File: src/hdl/tcn_pkg.sv
// Package for the tap coordinate normalizer: payload structs, register
// indexes, transform codes and the orientation-to-transform lookup.
// No dependencies.
`timescale 1ns / 1ps

package tcn_pkg;

   localparam int COORD_BITS = 16;
   localparam int DUR_BITS   = 32;
   localparam int CSR_IDX_BITS  = 3;
   localparam int CSR_DATA_BITS = 32;

   typedef logic [COORD_BITS-1:0] coord_type;

   typedef struct packed {
      coord_type           tap_x;
      coord_type           tap_y;
      coord_type           view_width;
      coord_type           view_height;
      logic [2:0]          user_orient;
      logic [1:0]          scale_ratio;
      logic [DUR_BITS-1:0] duration;
   } req_type;

   typedef struct packed {
      coord_type           out_x;
      coord_type           out_y;
      logic [DUR_BITS-1:0] out_duration;
      logic                status;
   } rsp_type;

   // Register indexes on the configuration port
   localparam logic [CSR_IDX_BITS-1:0] CSR_DISPLAY_ORIENT = 3'd0;
   localparam logic [CSR_IDX_BITS-1:0] CSR_SWAP_AXES      = 3'd1;
   localparam logic [CSR_IDX_BITS-1:0] CSR_LIMIT_X        = 3'd2;
   localparam logic [CSR_IDX_BITS-1:0] CSR_LIMIT_Y        = 3'd3;
   localparam logic [CSR_IDX_BITS-1:0] CSR_MAX_DURATION   = 3'd4;

   // User orientation codes
   localparam logic [2:0] UO_ROT0      = 3'd0;
   localparam logic [2:0] UO_ROT90     = 3'd1;
   localparam logic [2:0] UO_ROT180    = 3'd2;
   localparam logic [2:0] UO_ROT270    = 3'd3;
   localparam logic [2:0] UO_MIRROR    = 3'd4;
   localparam logic [2:0] UO_PORTRAIT  = 3'd5;
   localparam logic [2:0] UO_LANDSCAPE = 3'd6;
   localparam logic [2:0] UO_INVALID   = 3'd7;

   // Scale codes
   localparam logic [1:0] SCALE_X1 = 2'd0;
   localparam logic [1:0] SCALE_X2 = 2'd1;
   localparam logic [1:0] SCALE_X3 = 2'd2;

   typedef enum logic [2:0] {
      XF_ID,
      XF_SWAPY,
      XF_BOTH,
      XF_SWAPX,
      XF_MIRX
   } xform_type;

   // Pick the transform for a display rotation and a normalized user
   // orientation (rotations and mirror only).
   function automatic xform_type xform_select(input logic [1:0] disp, input logic [2:0] uo);
      xform_type xf;
      xf = XF_ID;
      if (uo == UO_MIRROR) begin
         xf = XF_MIRX;
      end else begin
         case ({disp, uo[1:0]})
            4'b00_00: xf = XF_ID;
            4'b00_01: xf = XF_SWAPY;
            4'b00_10: xf = XF_BOTH;
            4'b00_11: xf = XF_SWAPX;
            4'b01_00: xf = XF_SWAPX;
            4'b01_01: xf = XF_ID;
            4'b01_10: xf = XF_SWAPY;
            4'b01_11: xf = XF_BOTH;
            4'b10_00: xf = XF_BOTH;
            4'b10_01: xf = XF_SWAPX;
            4'b10_10: xf = XF_SWAPY;
            4'b10_11: xf = XF_ID;
            4'b11_00: xf = XF_SWAPY;
            4'b11_01: xf = XF_BOTH;
            4'b11_10: xf = XF_SWAPX;
            4'b11_11: xf = XF_ID;
            default:  xf = XF_ID;
         endcase
      end
      return xf;
   endfunction

endpackage

File: src/hdl/tap_coordinate_normalizer.sv
// Top level of the tap coordinate normalizer: configuration registers and a
// two-stage transform pipeline from viewer space to device space.
// Depends on tcn_pkg.
`timescale 1ns / 1ps
//
//  channel   direction  ports                          transfer when
//  --------  ---------  -----------------------------  ---------------------
//  request   in         start, busy, req_data          start && !busy
//  result    out        rsp_valid, rsp_data            rsp_valid (one cycle)
//  config    in         csr_we, csr_index, csr_wdata   csr_we
//
//  One tap enters every cycle; busy is never raised. Each result is registered
//  twice after its request transfer: stage one normalizes the orientation,
//  scales the coordinates and picks the transform; stage two mirrors or swaps,
//  clamps and registers the result. Synchronous reset clears the valid flags
//  and all configuration registers. The receiver cannot stall, so results are
//  never held: each strobe lasts exactly one cycle.

module tap_coordinate_normalizer (
   input  logic                                clock,
   input  logic                                reset,
   input  logic                                start,
   output logic                                busy,
   input  tcn_pkg::req_type                    req_data,
   output logic                                rsp_valid,
   output tcn_pkg::rsp_type                    rsp_data,
   input  logic                                csr_we,
   input  logic [tcn_pkg::CSR_IDX_BITS-1:0]    csr_index,
   input  logic [tcn_pkg::CSR_DATA_BITS-1:0]   csr_wdata
);
   import tcn_pkg::*;

   // Configuration registers
   logic [1:0]          display_orient_ff;
   logic                swap_axes_ff;
   coord_type           limit_x_ff;
   coord_type           limit_y_ff;
   logic [DUR_BITS-1:0] max_duration_ff;

   always_ff @(posedge clock) begin
      if (reset) begin
         display_orient_ff <= '0;
         swap_axes_ff      <= 1'b0;
         limit_x_ff        <= '0;
         limit_y_ff        <= '0;
         max_duration_ff   <= '0;
      end else if (csr_we) begin
         case (csr_index)
            CSR_DISPLAY_ORIENT: display_orient_ff <= csr_wdata[1:0];
            CSR_SWAP_AXES:      swap_axes_ff      <= csr_wdata[0];
            CSR_LIMIT_X:        limit_x_ff        <= csr_wdata[COORD_BITS-1:0];
            CSR_LIMIT_Y:        limit_y_ff        <= csr_wdata[COORD_BITS-1:0];
            CSR_MAX_DURATION:   max_duration_ff   <= csr_wdata[DUR_BITS-1:0];
            default: ;  // drop writes beyond the register list
         endcase
      end
   end

   // Every cycle is open for a new tap
   assign busy = 1'b0;

   // ---------------- Stage one: normalize, scale, pick transform ------------
   logic                s1_valid_in;
   logic                s1_valid_ff;
   logic [2:0]          uo_norm;
   logic                invalid_in;
   coord_type           sx_in;
   coord_type           sy_in;
   xform_type           xform_in;

   coord_type           sx_ff;
   coord_type           sy_ff;
   coord_type           w_ff;
   coord_type           h_ff;
   xform_type           xform_ff;
   logic                invalid_ff;
   logic [DUR_BITS-1:0] dur_ff;

   assign s1_valid_in = start && !busy;

   always_comb begin
      // Portrait is 0 degrees, landscape is 270 degrees
      case (req_data.user_orient)
         UO_PORTRAIT:  uo_norm = UO_ROT0;
         UO_LANDSCAPE: uo_norm = UO_ROT270;
         default:      uo_norm = req_data.user_orient;
      endcase
      invalid_in = (uo_norm == UO_INVALID);

      // Scale wraps at the coordinate width; the unused code scales by one
      case (req_data.scale_ratio)
         SCALE_X2: begin
            sx_in = req_data.tap_x << 1;
            sy_in = req_data.tap_y << 1;
         end
         SCALE_X3: begin
            sx_in = req_data.tap_x + (req_data.tap_x << 1);
            sy_in = req_data.tap_y + (req_data.tap_y << 1);
         end
         default: begin
            sx_in = req_data.tap_x;
            sy_in = req_data.tap_y;
         end
      endcase

      xform_in = xform_select(display_orient_ff, uo_norm);
   end

   always_ff @(posedge clock) begin
      if (reset) begin
         s1_valid_ff <= 1'b0;
      end else begin
         s1_valid_ff <= s1_valid_in;
      end
   end

   // Payload advances on every transfer; no reset needed
   always_ff @(posedge clock) begin
      if (s1_valid_in) begin
         sx_ff      <= sx_in;
         sy_ff      <= sy_in;
         w_ff       <= req_data.view_width;
         h_ff       <= req_data.view_height;
         xform_ff   <= xform_in;
         invalid_ff <= invalid_in;
         dur_ff     <= req_data.duration;
      end
   end

   // ---------------- Stage two: transform, clamp, register result -----------
   coord_type nx;
   coord_type ny;
   coord_type lim_for_x;
   coord_type lim_for_y;
   rsp_type   rsp_in;
   rsp_type   rsp_ff;
   logic      rsp_valid_ff;

   always_comb begin
      case (xform_ff)
         XF_SWAPY: begin
            nx = sy_ff;
            ny = h_ff - sx_ff;
         end
         XF_BOTH: begin
            nx = w_ff - sx_ff;
            ny = h_ff - sy_ff;
         end
         XF_SWAPX: begin
            nx = w_ff - sy_ff;
            ny = sx_ff;
         end
         XF_MIRX: begin
            nx = w_ff - sx_ff;
            ny = sy_ff;
         end
         default: begin
            nx = sx_ff;
            ny = sy_ff;
         end
      endcase

      // Exchange the axis limits when the device axes are swapped
      lim_for_x = swap_axes_ff ? limit_y_ff : limit_x_ff;
      lim_for_y = swap_axes_ff ? limit_x_ff : limit_y_ff;

      rsp_in = '0;
      if (invalid_ff) begin
         // Unsupported orientation: zero the fields and flag the error
         rsp_in.status = 1'b1;
      end else begin
         // A coordinate limit of zero means no clamp; a duration cap of zero clamps to zero
         rsp_in.out_x = (lim_for_x != '0 && lim_for_x < nx) ? lim_for_x : nx;
         rsp_in.out_y = (lim_for_y != '0 && lim_for_y < ny) ? lim_for_y : ny;
         rsp_in.out_duration = (max_duration_ff < dur_ff) ? max_duration_ff : dur_ff;
         rsp_in.status = 1'b0;
      end
   end

   always_ff @(posedge clock) begin
      if (reset) begin
         rsp_valid_ff <= 1'b0;
      end else begin
         rsp_valid_ff <= s1_valid_ff;
      end
   end

   always_ff @(posedge clock) begin
      if (s1_valid_ff) begin
         rsp_ff <= rsp_in;
      end
   end

   assign rsp_valid = rsp_valid_ff;
   assign rsp_data  = rsp_ff;

endmodule

File: config.mk
export PLATFORM = sky130hd
export DESIGN_NAME = tap_coordinate_normalizer
export DESIGN_NICKNAME = d
export VERILOG_FILES = /design/src/hdl/tcn_pkg.sv /design/src/hdl/tap_coordinate_normalizer.sv
export SDC_FILE = /design/constraint.sdc
export NUM_CORES = 1
export LEC_CHECK = 0
export ABC_CLOCK_PERIOD_IN_PS = 13410
export BUFFER_PORTS_ARGS = -buffer_cell sky130_fd_sc_hd__buf_4
export CAP_MARGIN = 20
export CORE_MARGIN = 3
export CORE_UTILIZATION = 40
export CTS_CLUSTER_SIZE = 20
export DETAILED_ROUTE_END_ITERATION = 16
export GPL_TIMING_DRIVEN = 1
export PLACE_DENSITY = 0.69
export SLEW_MARGIN = 20
export SYNTH_ARGS = -nofsm -noshare
export SYNTH_HDL_FRONTEND = slang
export SYNTH_SLANG_ARGS = --single-unit
File: constraint.sdc
create_clock -name clock -period 13.41 [get_ports clock]
set_input_delay 2.682 -clock clock [delete_from_list [all_inputs] [get_ports clock]]
set_output_delay 2.682 -clock clock [all_outputs]
set_load 0.1 [all_outputs]
======== Word-level counts from Yosys, hierarchy flattened ========
Memories as Yosys holds them, arrays and structs flattened. A register that Yosys moved wholly into a read port is not among the register bits.
Index checks and enable logic that the tools add are counted.
storage, ports and cells
  output and inout bits ................... 67
  bits in registers ....................... 234
  input bits .............................. 140
  logic and storage cells ................. 64
  memories kept ........................... 1
  ROM bits ................................ 32
memories
  name              depth  bits a word  rd ports  clocked after Yosys merged registers in  wr ports  RTL line       source
  (name not given)  16     2            1         1                                        0         tcn_pkg.sv:70  case ({disp, uo[1:0]})
operators by class
  add/sub/neg operators ................... 6
  order comparisons ....................... 3
  reductions and logical operators ........ 11
  equality and inequality tests ........... 14
  mux-type cells .......................... 11
operators with widths
  kind                                                             count
  16-bit case mux with 3 select lines                              2
  16-bit two-way mux                                               4
  16-bit case mux with 2 select lines                              2
  16-bit subtractor                                                4
  16-bit adder                                                     2
  16-bit < comparator                                              2
  32-bit < comparator                                              1
  32-bit two-way mux                                               1
  16-bit nonzero test                                              2
  3-bit == test, second input constant                             6
  3-bit by 2-bit == test with 1-bit output, second input constant  4
  2-bit AND reduction                                              5
  3-bit by 1-bit == test with 1-bit output, second input constant  2
  3-bit case mux with 2 select lines                               1
  3-bit logical NOT                                                1
  2-bit by 1-bit == test with 1-bit output, second input constant  1
  2-bit == test, second input constant                             1
  1-bit logical AND                                                2
  2-bit OR reduction                                               1
  1-bit two-way mux                                                1

======== Longest topological paths before layout ========
  depth in word-level cells ............... 6
  gate-level depth with buffers ........... 28
  depth with buffers taken out ............ 23

======== Worst setup path after synthesis ========
Ideal clock, no wire load.
  kind .................................... register to register
  start ................................... register xform_ff[2]
  end ..................................... register rsp_ff (netlist bit rsp_data[43]), data pin
  cell stages (with the launch flop) ...... 27
  library setup time ...................... 0.275 ns
  buffers on the path ..................... 5
  data required time ...................... 13.135 ns
  arrival ................................. 5.137 ns
  path slack .............................. 7.998 ns
  clock period less this slack ............ 5.412 ns
  cells stage by stage .................... edfxtp_1 buf_2 buf_2 nor3_1 buf_2 buf_1 nand2_1 o21ai_0 ha_1 inv_1 fa_1 a21oi_1 o2111ai_1 nand3_1 o21ai_0 or3_1 o211ai_1 mux2_2 nor2_1 ha_1 a21o_1 a21oi_1 o21ai_0 nor3_2 buf_2 nor2b_1 a211oi_1
between the ends
  word-level cells in the longest chain between the ends .. 5
  elaborated cells on any way between the ends .. 7
  classes of those cells .................. order compare: 1; eq/ne: 3; mux: 2; reduce/logical: 1
ends and longest elaborated chain
  item                                                                                                         RTL line                          source
  from (decl)                                                                                                  tap_coordinate_normalizer.sv:75   xform_type xform_ff;
  from (signal assigned)                                                                                       tap_coordinate_normalizer.sv:124  xform_ff <= xform_in;
  3-bit by 2-bit == test with 1-bit output / 3-bit by 1-bit == test with 1-bit output (equally long branches)  tap_coordinate_normalizer.sv:140  case (xform_ff)
  16-bit case mux with 3 select lines *                                                                        tap_coordinate_normalizer.sv:140
  16-bit < comparator                                                                                          tap_coordinate_normalizer.sv:174  rsp_in.out_y = (lim_for_y != '0 && lim_for_y < ny) ? lim_for_y : ny;
  1-bit logical AND                                                                                            tap_coordinate_normalizer.sv:174
  16-bit two-way mux *                                                                                         tap_coordinate_normalizer.sv:174
  to (signal assigned)                                                                                         tap_coordinate_normalizer.sv:190  rsp_ff <= rsp_in;
  to (decl)                                                                                                    tap_coordinate_normalizer.sv:136  rsp_type rsp_ff;
Every way passes the cells marked *; elsewhere a longest branch is shown, timed or not.
A chain may end at the register's enable or synchronous reset.

======== Final worst setup path ========
  start ................................... register xform_ff[1]
  end ..................................... register rsp_ff (netlist bit rsp_data[33]), data pin
Same word-level chain as after synthesis.

==> flow_metrics.env <==
export IMPL_pwr_share_seq_pct=39.2
export IMPL_grt_pass1_vias=11700
export IMPL_synth_xor_area_share_pct=2.78
export IMPL_vias=12400
export IMPL_synth_nets=1808
export IMPL_syn_instance_count=1540
export IMPL_n_fill_cell=3427
export IMPL_arrival_ns=6.82
export IMPL_clockBufferDepth=3
export IMPL_clock_root_buffer="clkbuf_16"
export IMPL_yosysSeqAreaShare_pct=42.2
export IMPL_wl_mm=42.4
export IMPL_whs_ns=0.473
export IMPL_cp_common_cell="a21oi_1"
export IMPL_antenna_left=0
export IMPL_cts_resized_gates=0
export IMPL_drc=0
export IMPL_tightest_slew_ns=1.03
export IMPL_drive_above_1_share_pct=18.7
export IMPL_postCtsSetupBuffers=0
export IMPL_period_minus_slack_ns=6.51
export IMPL_antenna_found_initial=0
export IMPL_cts_sinks=234
export IMPL_drv_slew=0
export IMPL_max_vdd_ir_drop_mv=0.0718
export IMPL_setup_tns_final_ns=0
export IMPL_gp_congestion=0.908
export IMPL_muxShareOfSynthArea_pct=7.22
export IMPL_drt_first_iter_violations=610
export IMPL_die_area_um2=39900
export IMPL_grt_setup_unrepaired="false"
export IMPL_portBuffers=205
export IMPL_async_reset_ff_share_pct=0
export IMPL_synth_area_per_cell_um2=9.76
export IMPL_finalSetupViolCount=0
export IMPL_cts_max_level=1
export IMPL_num_rows=70
export IMPL_io_pins=207
export IMPL_cap_violations=0
export IMPL_finalCritPeriodShare_pct=48.6
export IMPL_slowest_stage="nor3_2"
export IMPL_grt_ovfl_total=0
export IMPL_synth_top_family_by_area="compound AO/OA/AOI/OAI gates"
export IMPL_start_kind="flip-flop"
export IMPL_synth_edff_count=165
export IMPL_critPathKind="flip-flop to flip-flop"
export IMPL_num_nets_final=1977
export IMPL_wl_per_cell_um=19.3
export IMPL_cts_buffers=27
export IMPL_status="finished clean"
export IMPL_synth_area_um2=15000
export IMPL_yosys_warnings=0
export IMPL_slew_headroom_pct=31.1
export IMPL_crit_fanout=41
export IMPL_fmax_ghz=0.154
export IMPL_clkLatencyLatePin_ns=0.55
export IMPL_endpoint_kind="flip-flop"
export IMPL_core_um2=36800
export IMPL_hpwl_mm=31.8
export IMPL_cellPowerDensity_nw_per_um2=126
export IMPL_clkTransAtPathRegs_ns=0.06
export IMPL_clockPowerShare_pct=32.8
export IMPL_p_comb_share_pct=27.9
export IMPL_critPathMaxStageDelay_ns=0.85
export IMPL_post_synth_and_or_nand_nor_area_fraction_pct=13.5
export IMPL_diodes=0
export IMPL_grt_use_total_pct=20.1
export IMPL_synth_compound_area_share_pct=18.8
export IMPL_synth_ff_type="edfxtp_1"
export IMPL_synthAdderAreaFrac_pct=10.9
export IMPL_start_util_pct=40.8
export IMPL_die_h_um=200
export IMPL_fin_worst_skew_ns=0.0141
export IMPL_crit_chain="buf_4 > inv_1 > nor3_2 > buf_4 > mux2i_1 > ha_1 > nor2b_1 > o21a_1 > o21ai_0 > a21oi_1 > a311o_1 > a21oi_1 > o2111ai_1 > o41ai_1 > nor2_1 > ha_1 > a21o_1 > a21o_1 > a21oi_1 > o21ai_0 > nor3_2 > inv_2 > o211a_1"
export IMPL_cts_hold_buf=0
export IMPL_power_mw=2.25
export IMPL_tritoncts="built"
export IMPL_p_sw_mw=0.745
export IMPL_worstPathRequired_ns=13.71
export IMPL_p_int_mw=1.50
export IMPL_hp_class="flip-flop to flip-flop"
export IMPL_routed_via_density=5.62
export IMPL_synth_cell_types=81
export IMPL_die_w_um=200
export IMPL_hold_violations=0
export IMPL_grt_pass1_wl_mm=63.7
export IMPL_switching_share_pct=33.1
export IMPL_grt_max_degree=70
export IMPL_total_leakage_power_nw=7.43
export IMPL_area_growth_pct=18.4
export IMPL_dr_pass1_iters=6
export IMPL_yosys_register_bits=234
## path summary, 6_finish.rpt
check | start | to | slack (ns) | cells after the start
worst min register to register | max_duration_ff[0]$_SDFFE_PP0P_ | max_duration_ff[0]$_SDFFE_PP0P_ | 0.47 | 2
worst min-delay path | max_duration_ff[0]$_SDFFE_PP0P_ | max_duration_ff[0]$_SDFFE_PP0P_ | 0.47 | 2
worst max register to register | xform_ff[1]$_SDFFCE_PN0P_ | rsp_data[33]$_SDFFCE_PP0P_ | 6.90 | 23
worst max-delay path | xform_ff[1]$_SDFFCE_PN0P_ | rsp_data[33]$_SDFFCE_PP0P_ | 6.90 | 23
## cells in the final DEF, fill, tap and decap left out, types with 16 or more instances in the layout
master     count
o21ai_0       48
inv_1         89
a211oi_1      26
edfxtp_1     165
a22oi_1       16
nand2_1      186
nand3_1       19
xnor2_1       30
mux2i_1       78
nor2_1       105
a221oi_1      37
dfxtp_1       68
mux2_2        26
a21o_1        32
buf_4        218
ha_1         123
nor3_1        19
clkbuf_16     27
nor2b_1       24
a21oi_1      151
## synthesized netlist by cell type (9+ instances only)
| cell | n | area (um^2) |
|---|---|---|
| a211oi_1 | 26 | 195 |
| a21o_1 | 32 | 240 |
| a21oi_1 | 151 | 756 |
| a221oi_1 | 37 | 324 |
| a22o_1 | 13 | 114 |
| a22oi_1 | 16 | 120 |
| and3_1 | 11 | 68.8 |
| buf_2 | 11 | 55.1 |
| clkbuf_1 | 50 | 188 |
| dfxtp_1 | 69 | 1380 |
| edfxtp_1 | 165 | 4950 |
| ha_1 | 124 | 1550 |
| inv_1 | 89 | 334 |
| mux2_2 | 26 | 293 |
| mux2i_1 | 78 | 781 |
| nand2_1 | 186 | 698 |
| nand3_1 | 19 | 95.1 |
| nand4_1 | 11 | 68.8 |
| nor2_1 | 105 | 394 |
| nor2b_1 | 24 | 150 |
| nor3_1 | 20 | 100 |
| o21a_1 | 14 | 105 |
| o21ai_0 | 48 | 240 |
| or2_2 | 9 | 56.3 |
| or3_1 | 13 | 81.3 |
| xnor2_1 | 30 | 263 |
| xor2_1 | 14 | 123 |
## routing by layer
metal	up-vias	global-route usage (%)	share of wire, %
met1	5809	26.8	43
met5	-	0	0
met4	0	6.49	3.4
met2	442	34.3	46
li1	6032	-	-
met3	76	2.35	7.1
## power by group through the flow
stage | sequential, mW | combinational [mW] | clock, mW
after global placement | 0.895 | 0.608 | 0
after global routing | 0.885 | 0.687 | 0.779
final | 0.882 | 0.628 | 0.738
after CTS | 0.881 | 0.623 | 0.754
after floorplan | 0.950 | 0.385 | 0
after detailed placement | 0.896 | 0.621 | 0
## through the flow
step                      setup slack [ns]  instance area (um^2)  utilization [%]  std cells
final                                 6.90                 17800             48.4       2198
after global routing                  6.36                 17800             48.4       2198
after global placement                7.17                 16900             45.9       2147
after detailed placement              7.03                 16900             45.9       2148
after CTS                             7.02                 17800             48.4       2198
after floorplan                       8.00                 15000                -       1540
## area by class of cell
type,count,area [um^2],area share [%]
multi-input cells,1138,7990,44.9
clock inverters,12,116,0.654
well taps,468,586,3.29
flip-flops and latches,234,6340,35.6
repair buffers,218,1640,9.20
clock buffers,38,791,4.44
inverters,90,338,1.90
## cells by family (layout without fill, tap and decap cells)
| logic type | after synthesis | in the layout |
|---|---|---|
| AO/OA/AOI/OAI | 418 | 418 |
| XOR/XNOR | 46 | 46 |
| adder cells (fa/ha/maj) | 128 | 128 |
| buffers and inverters | 168 | 358 |
| flip-flops | 234 | 234 |
| multiplexers | 105 | 105 |
| other | 1 | 1 |
| AND/OR/NAND/NOR | 440 | 440 |
## state kept, by name, summed over array words and instances, names as in the netlist, 2 cells and up
register	flops
sx_ff	16
limit_y_ff	16
max_duration_ff	32
rsp_data	65
xform_ff	3
dur_ff	32
h_ff	16
limit_x_ff	16
w_ff	16
sy_ff	16
display_orient_ff	2
## critical path: cells and delay by family (launching register included)
family	cells	cell delay, ns
buffers and inverters	4	1.31
DFF	1	0.33
and+or+nand+nor	4	1.25
adders and majority gates	2	0.59
AOI/OAI and AO/OA	12	2.44
muxes	1	0.33
No activity file was read; power rests on OpenSTA's default activity.
